$ cat config.mk
export PLATFORM = sky130hd
export DESIGN_NAME = tcp_option_parser_top_flat
export DESIGN_NICKNAME = d
export VERILOG_FILES = /design/src/sv/tcpop_pkg.sv /design/src/sv/tcpop_in_if.sv /design/src/sv/tcpop_out_if.sv /design/src/sv/tcp_option_parser_top.sv /design/src/sv/tcpop_front.sv /design/src/sv/tcpop_queue.sv /design/src/sv/tcpop_back.sv /design/src/flat_wrapper.sv
export SDC_FILE = /design/constraint.sdc
export NUM_CORES = 1
export LEC_CHECK = 0
export ABC_AREA = 1
export ABC_CLOCK_PERIOD_IN_PS = 16400
export BUFFER_PORTS_ARGS = -buffer_cell sky130_fd_sc_hd__buf_4
export CAP_MARGIN = 20
export CORE_MARGIN = 3
export CORE_UTILIZATION = 65
export CTS_CLUSTER_DIAMETER = 100
export DETAILED_ROUTE_END_ITERATION = 8
export PLACE_DENSITY_LB_ADDON = 0.15
export SKIP_CTS_REPAIR_TIMING = 1
export SLEW_MARGIN = 20
export SYNTH_ARGS = -nofsm -noshare
export SYNTH_HDL_FRONTEND = slang
export SYNTH_HIERARCHICAL = 1
export SYNTH_SLANG_ARGS = --single-unit
$ cat constraint.sdc
create_clock -name clk -period 16.4 [get_ports clk]
set_input_delay 1.64 -clock clk [delete_from_list [all_inputs] [get_ports clk]]
set_output_delay 1.64 -clock clk [all_outputs]
set_load 0.05 [all_outputs]
$ cat src/sv/tcpop_pkg.sv
package tcpop_pkg;

	typedef enum logic [3:0] {
		REC_END       = 4'd0,
		REC_EOL       = 4'd1,
		REC_NOP       = 4'd2,
		REC_MSS       = 4'd3,
		REC_WSCALE    = 4'd4,
		REC_TIMESTAMP = 4'd5,
		REC_SACK_OK   = 4'd6,
		REC_SACK_EDGE = 4'd7,
		REC_UNKNOWN   = 4'd8,
		REC_TRUNCATED = 4'd9
	} rec_kind_t;

	// option kind bytes
	localparam logic [7:0] KIND_EOL    = 8'd0;
	localparam logic [7:0] KIND_NOP    = 8'd1;
	localparam logic [7:0] KIND_MSS    = 8'd2;
	localparam logic [7:0] KIND_WS     = 8'd3;
	localparam logic [7:0] KIND_SACKOK = 8'd4;
	localparam logic [7:0] KIND_SACK   = 8'd5;
	localparam logic [7:0] KIND_TS     = 8'd8;

	// option lengths
	localparam logic [7:0] LEN_HDR      = 8'd2;
	localparam logic [7:0] LEN_MSS      = 8'd4;
	localparam logic [7:0] LEN_WS       = 8'd3;
	localparam logic [7:0] LEN_TS       = 8'd10;
	localparam logic [7:0] LEN_SACK_KIND = 8'd3;
	localparam logic [7:0] LEN_SACK_MIN = 8'd10;
	localparam logic [7:0] PAIR_BYTES   = 8'd8;

	// byte positions inside fixed options
	localparam logic [7:0] POS_MSS_LAST = 8'd3;
	localparam logic [7:0] POS_WS_LAST  = 8'd2;
	localparam logic [7:0] POS_TS_HELD  = 8'd5;
	localparam logic [7:0] POS_TS_LAST  = 8'd9;

	// offsets inside one SACK edge pair
	localparam logic [2:0] PAIR_START = 3'd0;
	localparam logic [2:0] PAIR_HELD  = 3'd3;
	localparam logic [2:0] PAIR_LAST  = 3'd7;

	typedef struct packed {
		rec_kind_t   kind;
		logic [7:0]  code;
		logic [7:0]  length;
		logic [31:0] first;
		logic [31:0] second;
		logic        done;
	} rec_t;

endpackage

$ cat src/sv/tcpop_in_if.sv
interface tcpop_in_if;
	logic       valid;
	logic       ready;
	logic [7:0] option_byte;
	logic [5:0] bytes_left;

	modport source (output valid, output option_byte, output bytes_left, input ready);
	modport sink (input valid, input option_byte, input bytes_left, output ready);
endinterface

$ cat src/sv/tcpop_out_if.sv
interface tcpop_out_if;
	logic        valid;
	logic        ready;
	logic [3:0]  record_kind;
	logic [7:0]  option_code;
	logic [7:0]  option_length;
	logic [31:0] first_value;
	logic [31:0] second_value;
	logic        area_done;

	modport source (output valid, output record_kind, output option_code,
		output option_length, output first_value, output second_value,
		output area_done, input ready);
	modport sink (input valid, input record_kind, input option_code,
		input option_length, input first_value, input second_value,
		input area_done, output ready);
endinterface

$ cat src/sv/tcp_option_parser_top.sv
// TCP options parser: takes one option byte per cycle on the options channel
// while the queue has room, each tagged with the count of bytes left in the
// area, and gives decoded records (EOL, NOP, MSS, window scale, timestamps,
// SACK-permitted, one record per SACK edge pair, unknown, truncated) on the
// records channel. A record appears on the last byte of its option or pair,
// or on the byte that shows a truncation; bytes that end no option give no
// record. The parse state registers close their loop on each byte, so that
// rate is sustained. A record passes a two-word queue, then the output
// register; the options channel stalls only while that queue holds two words.
module tcp_option_parser_top #(
	parameter int MAX_OPTION_BYTES = 40
) (
	input  logic        clk,
	input  logic        arst_n,
	tcpop_in_if.sink    options,
	tcpop_out_if.source records
);

	logic            space, push, pop, pop_valid;
	tcpop_pkg::rec_t push_rec, pop_rec;

	tcpop_front #(
		.MAX_OPTION_BYTES(MAX_OPTION_BYTES)
	) u_front (
		.clk      (clk),
		.arst_n   (arst_n),
		.opt_in   (options),
		.space    (space),
		.push     (push),
		.push_rec (push_rec)
	);

	tcpop_queue u_queue (
		.clk       (clk),
		.arst_n    (arst_n),
		.push      (push),
		.push_rec  (push_rec),
		.space     (space),
		.pop_valid (pop_valid),
		.pop_rec   (pop_rec),
		.pop       (pop)
	);

	tcpop_back u_back (
		.clk       (clk),
		.arst_n    (arst_n),
		.pop_valid (pop_valid),
		.pop_rec   (pop_rec),
		.pop       (pop),
		.rec_out   (records)
	);

endmodule

$ cat src/sv/tcpop_front.sv
module tcpop_front #(
	parameter int MAX_OPTION_BYTES = 40
) (
	input  logic             clk,
	input  logic             arst_n,
	tcpop_in_if.sink         opt_in,
	input  logic             space,
	output logic             push,
	output tcpop_pkg::rec_t  push_rec
);

	localparam logic [7:0] MaxBytes = 8'(MAX_OPTION_BYTES);

	logic [7:0]  pos_q, kind_q, len_q;
	logic [31:0] acc_q, held_q;
	logic        stopped_q;

	logic [7:0]  pos_n, kind_n, len_n;
	logic [31:0] acc_n, held_n;
	logic        stop_n;

	logic [7:0]  b, left_c, need, lenout, pos_sub, len_rest;
	logic [8:0]  left_p1, pos_p1;
	logic        last, trunc, fin, hit, accept;
	logic [2:0]  pair_ofs;
	logic [31:0] v1, v2;
	tcpop_pkg::rec_kind_t kind_c;

	assign opt_in.ready = space;
	assign accept = opt_in.valid && space;
	assign b = opt_in.option_byte;

	always_comb begin
		left_c = ({2'b00, opt_in.bytes_left} > MaxBytes) ? MaxBytes : {2'b00, opt_in.bytes_left};
		last = (left_c <= 8'd1);
		left_p1 = {1'b0, left_c} + 9'd1;
		pos_p1 = {1'b0, pos_q} + 9'd1;
		pos_sub = pos_q - tcpop_pkg::LEN_HDR;
		pair_ofs = pos_sub[2:0];
		len_rest = len_q - pos_q;

		pos_n = pos_q;
		kind_n = kind_q;
		len_n = len_q;
		acc_n = acc_q;
		held_n = held_q;
		stop_n = stopped_q;
		need = tcpop_pkg::LEN_HDR;
		hit = 1'b0;
		kind_c = tcpop_pkg::REC_END;
		v1 = '0;
		v2 = '0;
		trunc = 1'b0;
		fin = 1'b0;
		lenout = '0;

		if (stopped_q) begin
			// swallow the rest of the area
			if (last) begin
				pos_n = '0;
				kind_n = '0;
				len_n = '0;
				acc_n = '0;
				held_n = '0;
				stop_n = 1'b0;
			end
		end else begin
			if (pos_q == 8'd0) begin
				kind_n = b;
				len_n = '0;
				if (b == tcpop_pkg::KIND_EOL) begin
					hit = 1'b1;
					kind_c = tcpop_pkg::REC_EOL;
					fin = 1'b1;
				end else if (b == tcpop_pkg::KIND_NOP) begin
					hit = 1'b1;
					kind_c = tcpop_pkg::REC_NOP;
					fin = 1'b1;
				end else begin
					case (b)
						tcpop_pkg::KIND_MSS:  need = tcpop_pkg::LEN_MSS;
						tcpop_pkg::KIND_WS:   need = tcpop_pkg::LEN_WS;
						tcpop_pkg::KIND_TS:   need = tcpop_pkg::LEN_TS;
						tcpop_pkg::KIND_SACK: need = tcpop_pkg::LEN_SACK_KIND;
						default:              need = tcpop_pkg::LEN_HDR;
					endcase
					if (left_c < need)
						trunc = 1'b1;
				end
			end else if (pos_q == 8'd1) begin
				len_n = b;
				acc_n = '0;
				held_n = '0;
				case (kind_q)
					tcpop_pkg::KIND_MSS: trunc = (b != tcpop_pkg::LEN_MSS);
					tcpop_pkg::KIND_WS:  trunc = (b != tcpop_pkg::LEN_WS);
					tcpop_pkg::KIND_TS:  trunc = (b != tcpop_pkg::LEN_TS);
					tcpop_pkg::KIND_SACKOK: begin
						if (b != tcpop_pkg::LEN_HDR) begin
							trunc = 1'b1;
						end else begin
							hit = 1'b1;
							kind_c = tcpop_pkg::REC_SACK_OK;
							fin = 1'b1;
						end
					end
					tcpop_pkg::KIND_SACK: begin
						// need at least one full pair inside the area
						trunc = (b < tcpop_pkg::LEN_SACK_MIN) || ({1'b0, b} > left_p1);
					end
					default: begin
						if ((b < tcpop_pkg::LEN_HDR) || ({1'b0, b} > left_p1)) begin
							trunc = 1'b1;
						end else if (b == tcpop_pkg::LEN_HDR) begin
							hit = 1'b1;
							kind_c = tcpop_pkg::REC_UNKNOWN;
							fin = 1'b1;
						end
					end
				endcase
			end else begin
				acc_n = {acc_q[23:0], b};
				case (kind_q)
					tcpop_pkg::KIND_MSS: begin
						if (pos_q == tcpop_pkg::POS_MSS_LAST) begin
							hit = 1'b1;
							kind_c = tcpop_pkg::REC_MSS;
							v1 = {16'd0, acc_n[15:0]};
						end
					end
					tcpop_pkg::KIND_WS: begin
						if (pos_q == tcpop_pkg::POS_WS_LAST) begin
							hit = 1'b1;
							kind_c = tcpop_pkg::REC_WSCALE;
							v1 = {24'd0, b};
						end
					end
					tcpop_pkg::KIND_TS: begin
						if (pos_q == tcpop_pkg::POS_TS_HELD) begin
							held_n = acc_n;
						end else if (pos_q == tcpop_pkg::POS_TS_LAST) begin
							hit = 1'b1;
							kind_c = tcpop_pkg::REC_TIMESTAMP;
							v1 = held_q;
							v2 = acc_n;
						end
					end
					tcpop_pkg::KIND_SACK: begin
						// a pair start with less than a pair left is a short tail
						if ((pair_ofs == tcpop_pkg::PAIR_START) && (len_q >= pos_q)
								&& (len_rest < tcpop_pkg::PAIR_BYTES)) begin
							trunc = 1'b1;
						end else if (pair_ofs == tcpop_pkg::PAIR_HELD) begin
							held_n = acc_n;
						end else if (pair_ofs == tcpop_pkg::PAIR_LAST) begin
							hit = 1'b1;
							kind_c = tcpop_pkg::REC_SACK_EDGE;
							v1 = held_q;
							v2 = acc_n;
						end
					end
					default: begin
						if (pos_p1 == {1'b0, len_q}) begin
							hit = 1'b1;
							kind_c = tcpop_pkg::REC_UNKNOWN;
						end
					end
				endcase
				if (pos_p1 >= {1'b0, len_q})
					fin = 1'b1;
			end

			if (last && !fin)
				trunc = 1'b1;
			if (trunc) begin
				hit = 1'b1;
				kind_c = tcpop_pkg::REC_TRUNCATED;
				v1 = '0;
				v2 = '0;
				fin = 1'b0;
				stop_n = 1'b1;
			end
			if (pos_q != 8'd0)
				lenout = len_n;

			pos_n = fin ? 8'd0 : pos_p1[7:0];

			if (last) begin
				pos_n = '0;
				kind_n = '0;
				len_n = '0;
				acc_n = '0;
				held_n = '0;
				stop_n = 1'b0;
			end
		end
	end

	assign push = accept && !stopped_q && hit;
	// take the kind byte from the input on a kind byte, else from state
	assign push_rec = '{kind: kind_c, code: (pos_q == 8'd0) ? b : kind_q, length: lenout,
		first: v1, second: v2, done: last || trunc};

	always_ff @(posedge clk or negedge arst_n) begin
		if (!arst_n) begin
			pos_q <= '0;
			kind_q <= '0;
			len_q <= '0;
			acc_q <= '0;
			held_q <= '0;
			stopped_q <= 1'b0;
		end else if (accept) begin
			pos_q <= pos_n;
			kind_q <= kind_n;
			len_q <= len_n;
			acc_q <= acc_n;
			held_q <= held_n;
			stopped_q <= stop_n;
		end
	end

endmodule

$ cat src/sv/tcpop_queue.sv
module tcpop_queue (
	input  logic             clk,
	input  logic             arst_n,
	input  logic             push,
	input  tcpop_pkg::rec_t  push_rec,
	output logic             space,
	output logic             pop_valid,
	output tcpop_pkg::rec_t  pop_rec,
	input  logic             pop
);

	tcpop_pkg::rec_t mem_q [2];
	logic [1:0] count_q;
	logic       wr_q, rd_q;
	logic       do_push, do_pop;

	assign space = (count_q != 2'd2);
	assign pop_valid = (count_q != 2'd0);
	assign pop_rec = mem_q[rd_q];
	assign do_push = push && space;
	assign do_pop = pop && pop_valid;

	always_ff @(posedge clk) begin
		if (do_push)
			mem_q[wr_q] <= push_rec;
	end

	always_ff @(posedge clk or negedge arst_n) begin
		if (!arst_n) begin
			count_q <= '0;
			wr_q <= 1'b0;
			rd_q <= 1'b0;
		end else begin
			if (do_push)
				wr_q <= ~wr_q;
			if (do_pop)
				rd_q <= ~rd_q;
			case ({do_push, do_pop})
				2'b10:   count_q <= count_q + 2'd1;
				2'b01:   count_q <= count_q - 2'd1;
				default: count_q <= count_q;
			endcase
		end
	end

endmodule

$ cat src/sv/tcpop_back.sv
module tcpop_back (
	input  logic             clk,
	input  logic             arst_n,
	input  logic             pop_valid,
	input  tcpop_pkg::rec_t  pop_rec,
	output logic             pop,
	tcpop_out_if.source      rec_out
);

	logic            valid_q;
	tcpop_pkg::rec_t rec_q;

	// reload whenever the output word is empty or leaving
	assign pop = pop_valid && (!valid_q || rec_out.ready);

	always_ff @(posedge clk or negedge arst_n) begin
		if (!arst_n) begin
			valid_q <= 1'b0;
		end else if (!valid_q || rec_out.ready) begin
			valid_q <= pop_valid;
		end
	end

	always_ff @(posedge clk) begin
		if (pop)
			rec_q <= pop_rec;
	end

	assign rec_out.valid = valid_q;
	assign rec_out.record_kind = rec_q.kind;
	assign rec_out.option_code = rec_q.code;
	assign rec_out.option_length = rec_q.length;
	assign rec_out.first_value = rec_q.first;
	assign rec_out.second_value = rec_q.second;
	assign rec_out.area_done = rec_q.done;

endmodule

$ cat src/flat_wrapper.sv
// flat-port wrapper written by rule: the top's interface ports become plain ports
module tcp_option_parser_top_flat 
#(
	parameter int MAX_OPTION_BYTES = 40
)
  (clk, arst_n, options_valid, options_option_byte, options_bytes_left, options_ready, records_valid, records_record_kind, records_option_code, records_option_length, records_first_value, records_second_value, records_area_done, records_ready);
  tcpop_in_if options_i ();
  tcpop_out_if records_i ();
  input  logic clk;
  input  logic arst_n;
  input wire logic [$bits(options_i.valid)-1:0] options_valid;
  input wire logic [$bits(options_i.option_byte)-1:0] options_option_byte;
  input wire logic [$bits(options_i.bytes_left)-1:0] options_bytes_left;
  output wire logic [$bits(options_i.ready)-1:0] options_ready;
  output wire logic [$bits(records_i.valid)-1:0] records_valid;
  output wire logic [$bits(records_i.record_kind)-1:0] records_record_kind;
  output wire logic [$bits(records_i.option_code)-1:0] records_option_code;
  output wire logic [$bits(records_i.option_length)-1:0] records_option_length;
  output wire logic [$bits(records_i.first_value)-1:0] records_first_value;
  output wire logic [$bits(records_i.second_value)-1:0] records_second_value;
  output wire logic [$bits(records_i.area_done)-1:0] records_area_done;
  input wire logic [$bits(records_i.ready)-1:0] records_ready;
  assign options_i.valid = options_valid;
  assign options_i.option_byte = options_option_byte;
  assign options_i.bytes_left = options_bytes_left;
  assign options_ready = options_i.ready;
  assign records_valid = records_i.valid;
  assign records_record_kind = records_i.record_kind;
  assign records_option_code = records_i.option_code;
  assign records_option_length = records_i.option_length;
  assign records_first_value = records_i.first_value;
  assign records_second_value = records_i.second_value;
  assign records_area_done = records_i.area_done;
  assign records_i.ready = records_ready;
  tcp_option_parser_top #(.MAX_OPTION_BYTES(MAX_OPTION_BYTES)) u_core (.clk(clk), .arst_n(arst_n), .options(options_i), .records(records_i));
endmodule
* Word-level counts from Yosys, hierarchy flattened *
Memory sizes are Yosys's and may differ from the RTL's. A register that Yosys moved wholly into a read port is not among the register bits.
Cells that the tools add are included.

word-level totals
  flip-flop bits (word level) = 86
  memory bits (writable) = 170
  input bits = 18
  output and inout port bits = 87
  logic and storage cells = 204
  memories = 1

operators by class
  add/sub/neg operators = 6
  order comparisons = 9
  equal/unequal tests = 30
  multiplexer cells = 118
  bitwise gates (word level) = 2
  reductions and logical operators = 28

memory list
  memory                depth  bits a word  rd ports  clocked after Yosys merged registers in  write ports  RTL line           source
  u_core.u_queue.mem_q  2      85           1         1                                        1            tcpop_queue.sv:12  tcpop_pkg::rec_t mem_q [2];

operators by type and width
  cell                                                                          count
  32-bit two-way mux                                                            26
  8-bit two-way mux                                                             18
  32-bit one-hot mux with 2 select lines                                        2
  32-bit one-hot mux with 4 select lines                                        1
  24-bit two-way mux                                                            4
  8-bit by 2-bit == test with 1-bit output, second input constant               6
  1-bit two-way mux                                                             41
  8-bit by 3-bit == test with 1-bit output, second input constant               4
  4-bit two-way mux                                                             7
  8-bit by 4-bit == test with 1-bit output, second input constant               3
  3-bit two-way mux                                                             7
  8-bit by 1-bit == test with 1-bit output, second input constant               2
  8-bit zero test                                                               2
  8-bit by 4-bit less-than comparator with 1-bit output, second input constant  2
  16-bit two-way mux                                                            1
  8-bit by 2-bit != test with 1-bit output, second input constant               2
  4-bit one-hot mux with 4 select lines                                         1
  4-bit != test, second input constant                                          3
  4-bit one-hot mux with 3 select lines                                         1
  8-bit by 1-bit adder with 9-bit output, second input constant                 1
  9-bit by 8-bit == test with 1-bit output                                      1
  9-bit by 8-bit >= comparator with 1-bit output                                1
  1-bit logical AND                                                             9
  8-bit >= comparator                                                           1
  other kinds (37)                                                              47

* Depth between registers and ports, before layout *
  depth after elaboration = 20
  gate-level depth with buffers = 32
  gate-level depth less buffers = 32

* By module *
Netlist, hierarchy kept.

by module, submodules not included
  module       times used  cells an instance  area an instance (sq um)  sequential area each (sq um)
  tcpop_queue  1           474                6417.4                    5205.0
  tcpop_front  1           921                6153.4                    2026.9
  tcpop_back   1           91                 2601.2                    2577.5

* Worst setup path after synthesis *
OpenSTA, ideal clock, no wires.

  path type = input port to flip-flop
  start point = input options_bytes_left[2]
  end point = memory u_core/u_queue/mem_q[1][0] in the netlist's numbering (enable)
  setup time = 0.530 ns
  data arrival time = 7.408 ns
  data required time = 15.870 ns
  path slack = 8.461 ns
  cell stages on the path = 23
  buffers on the path = 0
  path through = inv_1 > nand4_1 > nand2_1 > inv_1 > nor2_1 > ha_1 > nand3_1 > xor2_1 > ha_1 > nand2_1 > nor2_1 > nand2_1 > nand2_1 > nand2_1 > nand3_1 > nand2_1 > nand2_1 > nand3_2 > nand3_1 > nand2_1 > inv_1 > nand2_1 > nor2_1

between the ends
  cells in the longest elaborated chain, start to end = 20
  elaborated cells between the ends (all ways) = 32
  those cells by class = add/sub (1); order compare (4); mux (21); reduce/logical (6)

RTL lines
  element                                        RTL line                                source
  start, declared                                flat_wrapper.sv:13                      input wire logic [$bits(options_i.bytes_left)-1:0] options_bytes_left;
  6-bit > comparator                             tcpop_front.sv:34                       left_c = ({2'b00, opt_in.bytes_left} > MaxBytes) ? MaxBytes : {2'b00, opt_in.bytes_left};
  6-bit two-way mux *                            tcpop_front.sv:34
  6-bit by 1-bit adder with 7-bit output         tcpop_front.sv:36                       left_p1 = {1'b0, left_c} + 9'd1;
  8-bit by 7-bit > comparator with 1-bit output  tcpop_front.sv:109, tcpop_front.sv:112
  1-bit logical OR                               tcpop_front.sv:112                      if ((b < tcpop_pkg::LEN_HDR) || ({1'b0, b} > left_p1)) begin
  1-bit two-way mux                              tcpop_front.sv:112
  1-bit one-hot mux with 2 select lines          tcpop_front.sv:94                       case (kind_q)
  1-bit two-way mux                              tcpop_front.sv:90                       end else if (pos_q == 8'd1) begin
  [... 5 more ...]                               --
  1-bit two-way mux                              tcpop_front.sv:57                       if (stopped_q) begin
  1-bit two-way mux *                            tcpop_front.sv:175                      if (trunc) begin
  1-bit two-way mux *                            tcpop_front.sv:57
  1-bit logical AND *                            tcpop_front.sv:199                      assign push = accept && !stopped_q && hit;
  net u_core.push                                tcp_option_parser_top.sv:19             logic space, push, pop, pop_valid;
  1-bit logical AND *                            tcpop_queue.sv:20                       assign do_push = push && space;
  1-bit two-way mux *                            tcpop_queue.sv:24                       if (do_push)
  1-bit two-way mux (not written as such) *      tcpop_queue.sv:25                       mem_q[wr_q] <= push_rec;
  end, declared                                  tcpop_queue.sv:12

Mark *: on every way through the listed nets, which the timed path passes. The rest lies on a longest branch. The select of a mux whose other input is x is not followed.

* Worst setup path after layout *
  start point = input options_bytes_left[2]
  end point = memory u_core/u_queue/mem_q[1][25] in the netlist's numbering (enable)

The elaborated chain is that of the path after synthesis.

==> impl_metrics.yaml <==
run_status:
  outcome: "finished clean"
synth:
  avgSynthCellArea_um2: 10.2
  mappedNetlistNets: 1539
  synth_ff_type: "sky130_fd_sc_hd__edfxtp_1"
  synth_edf_count: 255
  synth.cell_area_mm2: 0.0152
  yosys_warnings: 6
  synth.ff_latch_count: 341
  ys_async_sr_fraction_pct: 25.2
  synth_sequential_area_ratio_pct: 64.7
  synthCells: 1486
  synthDistinctLibCells: 42
clock_network:
  worstSkewPairLatency_ns: 0.51
  tritoncts_clock_tree: "built"
  cts.sink_count: 341
  cts_root_buffer: "sky130_fd_sc_hd__clkbuf_16"
  clk_pin_slew_worst_paths_ns: 0.06
  cts.htree.levels: 2
  cts_buffers: 35
  clock_path_buffers: 3
floorplanning:
  io-pin-count: 105
  core-area_mm2: 0.0228
  die_width_um: 159
  initial_utilization_pct: 66.6
  die_area_mm2: 0.0252
  row_count: 55
  die_height_um: 159
worst_setup_path:
  timing.critical_path.mode_cell: "sky130_fd_sc_hd__nand2_1"
  setup.worst_path.start_class: "input pin"
  max_fo_critical_path: 51
  end_kind: "register"
  cp_top_family: "simple AND/OR/NAND/NOR gates"
  cp_data_required_time_ns: 16.54
  slowest_stage: "sky130_fd_sc_hd__nor2_4"
  r2r-end: "u_core/u_queue/mem_q[1][25]"
  crit_type: "in -> reg"
  reg2regPathDepth: 21
  worst-path-buf-inv: 4
  max_stage_delay_ns: 0.83
  worstReg2RegStart: "u_core/u_front/pos_q[0]"
  worst_ep_arrival_time_ns: 5.97
  timing.reg2reg.setup_slack_ns: 11.36
sta:
  slew_headroom_pct: 30.4
  unrepaired_setup_endpoints_after_global_routing: "no"
  fin_crit_ns: 5.83
  setup_viol: 0
  worst-slew-pin-transition_ns: 1.04
  timing.final.crit_share_pct: 35.5
  setup_tns_ns: 0
  timing.fmax_mhz: 172
  count_of_final_max_slew_check_failures: 0
  report.final.hold_viol_count: 0
  skew_ns: 0.0147
grt:
  grt_start_max_net_pins: 87
  initial_antenna_violation_count: 1
  grt_pass1_vias: 10155
  wire_length_of_the_first_global_routing_pass_mm: 54.8
  final_global_route_overflow_total: 0
  global_route_usage_over_all_layers_pct: 27.1
detailed_routing:
  detailedRoute.firstPassIterationCount: 6
  drc: 0
  drtIter0Drc: 1086
  routed-via-count: 10655
  postRouteAntennaNets: 0
  postRouteWirelength_mm: 33.9
  routed_via_count_divided_by_cell_count: 5.54
  route.detailed.wl_per_inst_um: 17.7
layout:
  area_growth_syn_to_layout_pct: 13.5
  count_of_fill_cells_added_during_filler_insertion: 1497
  post_route_cells_drive_above_1_share_pct: 13.1
  mostFrequentLayoutCell: "sky130_fd_sc_hd__nand2_1"
  finalNetCount: 1637
  layout.cells.most_common_list: "543 x sky130_fd_sc_hd__nand2_1, 255 x sky130_fd_sc_hd__edfxtp_1, 145 x sky130_fd_sc_hd__nor2_1"
  antennaDiodeCount: 0
  final_cells: 1922
power_and_ir_drop:
  power.static_leakage_nw: 7.61
  max-vdd-ir-drop_mv: 0.108
  power_density_mw_per_mm2: 196
placed_design:
  detail_placement_hpwl_mm: 22.4
  globalplace.congestion: 0.987
  placedCellCount: 1860
  port-buffer-count: 104
worst_hold_path:
  whs_endpoint: "u_core/u_front/held_q[14]"
  hold_depth: 2
  holdCritStartpoint: "u_core/u_front/held_q[14]"
  holdCritPathClass: "reg -> reg"
run:
  max-cap-violations: 0
[final cells by class]
| class | instances | area, um^2 | area share [%] |
|---|---|---|---|
| clock inverters | 12 | 109 | 0.632 |
| repair buffers | 115 | 863 | 5.01 |
| well taps | 313 | 392 | 2.27 |
| flip-flops and latches | 341 | 9810 | 57.0 |
| inverters | 131 | 493 | 2.86 |
| multi-input cells | 960 | 4590 | 26.7 |
| clock buffers | 50 | 963 | 5.59 |
[state kept, by name, summed over array words and instances, names as in the netlist, 8 cells and up]
register,cells
u_core/u_back/rec_out.first_value,32
u_core/u_front/len_q,8
u_core/u_back/rec_out.option_code,8
u_core/u_front/held_q,32
u_core/u_back/rec_out.option_length,8
u_core/u_front/acc_q,24
u_core/u_queue/mem_q,170
u_core/u_front/pos_q,8
u_core/u_front/kind_q,8
u_core/u_back/rec_out.second_value,32
[cells in the mapped netlist (2+ instances only)]
library cell,n,area (um^2)
sky130_fd_sc_hd__nand2_1,546,2050
sky130_fd_sc_hd__edfxtp_1,255,7660
sky130_fd_sc_hd__nor2_1,147,552
sky130_fd_sc_hd__inv_1,125,469
sky130_fd_sc_hd__dfrtp_1,86,2150
sky130_fd_sc_hd__nand3_1,72,360
sky130_fd_sc_hd__ha_1,35,438
sky130_fd_sc_hd__o21ai_0,28,140
sky130_fd_sc_hd__a21oi_1,24,120
sky130_fd_sc_hd__buf_2,21,105
sky130_fd_sc_hd__mux2_2,18,203
sky130_fd_sc_hd__clkbuf_1,15,56.3
sky130_fd_sc_hd__buf_4,12,90.1
sky130_fd_sc_hd__nand4_1,11,68.8
sky130_fd_sc_hd__o21a_1,9,67.6
sky130_fd_sc_hd__o22ai_1,9,56.3
sky130_fd_sc_hd__a22oi_1,7,52.6
sky130_fd_sc_hd__nor3_1,7,35.0
sky130_fd_sc_hd__xor2_1,7,61.3
sky130_fd_sc_hd__buf_6,6,67.6
sky130_fd_sc_hd__inv_2,5,18.8
sky130_fd_sc_hd__nand3b_1,5,37.5
sky130_fd_sc_hd__a31oi_1,3,18.8
sky130_fd_sc_hd__nand3_2,3,30.0
sky130_fd_sc_hd__nor2_2,3,18.8
sky130_fd_sc_hd__nor3_2,3,30.0
sky130_fd_sc_hd__o211a_1,3,30.0
sky130_fd_sc_hd__o21bai_1,3,22.5
sky130_fd_sc_hd__xnor2_1,3,26.3
sky130_fd_sc_hd__a21oi_2,2,17.5
sky130_fd_sc_hd__nor4_1,2,12.5
[metal layers]
metal | global-route usage, % | routed length (um) | vias to the layer above
met2 | 40.5 | 15100 | 483
met5 | 0 | 15 | -
met4 | 5.89 | 542 | 2
met1 | 42.2 | 15400 | 5054
met3 | 4.96 | 2840 | 53
li1 | - | - | 5063
[through the flow]
| stage | util (%) | total power [mW] | worst slack (ns) | cell area, um^2 | hold slack (ns) |
|---|---|---|---|---|---|
| detailed placement | 70.9 | 2.63 | 10.07 | 16100 | 0.459 |
| global route | 75.6 | 3.56 | 10.06 | 17200 | 0.487 |
| global placement | 70.9 | 2.61 | 10.18 | 16100 | 0.456 |
| finish | 75.6 | 3.37 | 10.57 | 17200 | 0.471 |
| CTS | 75.6 | 3.37 | 10.61 | 17200 | 0.474 |
| floorplan | - | 2.27 | 8.46 | 15200 | 0.442 |
[cells by family (layout without fill, tap and decap cells)]
kind of cell,after synthesis,in the layout,synth area share [%]
buffers and inverters,185,308,5.34
XOR/XNOR,10,10,0.577
AO/OA/AOI/OAI,91,91,3.61
AND/OR/NAND/NOR,805,805,21.6
multiplexers,18,18,1.34
flip-flops,341,341,64.7
adder cells (fa/ha/maj),35,35,2.89
other,1,1,0.0247
[worst register-to-register path, cell delays in order (launching register included)]
cell,delay (ns)
sky130_fd_sc_hd__dfrtp_1,0.54
sky130_fd_sc_hd__ha_1,0.25
sky130_fd_sc_hd__inv_1,0.09
sky130_fd_sc_hd__nor3_2,0.17
sky130_fd_sc_hd__nand3_1,0.14
sky130_fd_sc_hd__xor2_1,0.15
sky130_fd_sc_hd__inv_1,0.09
sky130_fd_sc_hd__ha_1,0.29
sky130_fd_sc_hd__nand2_1,0.07
sky130_fd_sc_hd__inv_1,0.04
sky130_fd_sc_hd__nand4_1,0.11
sky130_fd_sc_hd__nand2_1,0.06
sky130_fd_sc_hd__nor2_1,0.10
sky130_fd_sc_hd__nand2_1,0.08
sky130_fd_sc_hd__a21oi_1,0.24
sky130_fd_sc_hd__nand3_2,0.24
sky130_fd_sc_hd__nand3_1,0.15
sky130_fd_sc_hd__nand2_1,0.06
sky130_fd_sc_hd__inv_1,0.08
sky130_fd_sc_hd__nand2_1,0.15
sky130_fd_sc_hd__nor2_4,0.83
sky130_fd_sc_hd__buf_4,0.71
[worst max-delay path by stage]
stage	start	end	depth (start not counted)
finish	options_bytes_left[2]	u_core/u_queue/mem_q[1][25]	25
global route	options_bytes_left[2]	u_core/u_queue/mem_q[1][25]	25
CTS	options_bytes_left[2]	u_core/u_queue/mem_q[1][25]	25
detailed placement	options_bytes_left[2]	u_core/u_queue/mem_q[1][22]	25
global placement	options_bytes_left[2]	u_core/u_queue/mem_q[1][23]	25
floorplan	options_bytes_left[2]	u_core/u_queue/mem_q[1][0]	23
[report_power, final]
group          switching, mW  internal (mW)  leakage [nW]
Clock                  0.314          0.429         0.525
Sequential            0.0907           1.18          3.60
Combinational          0.999          0.360          3.49
No activity file was read; power rests on OpenSTA's default activity.
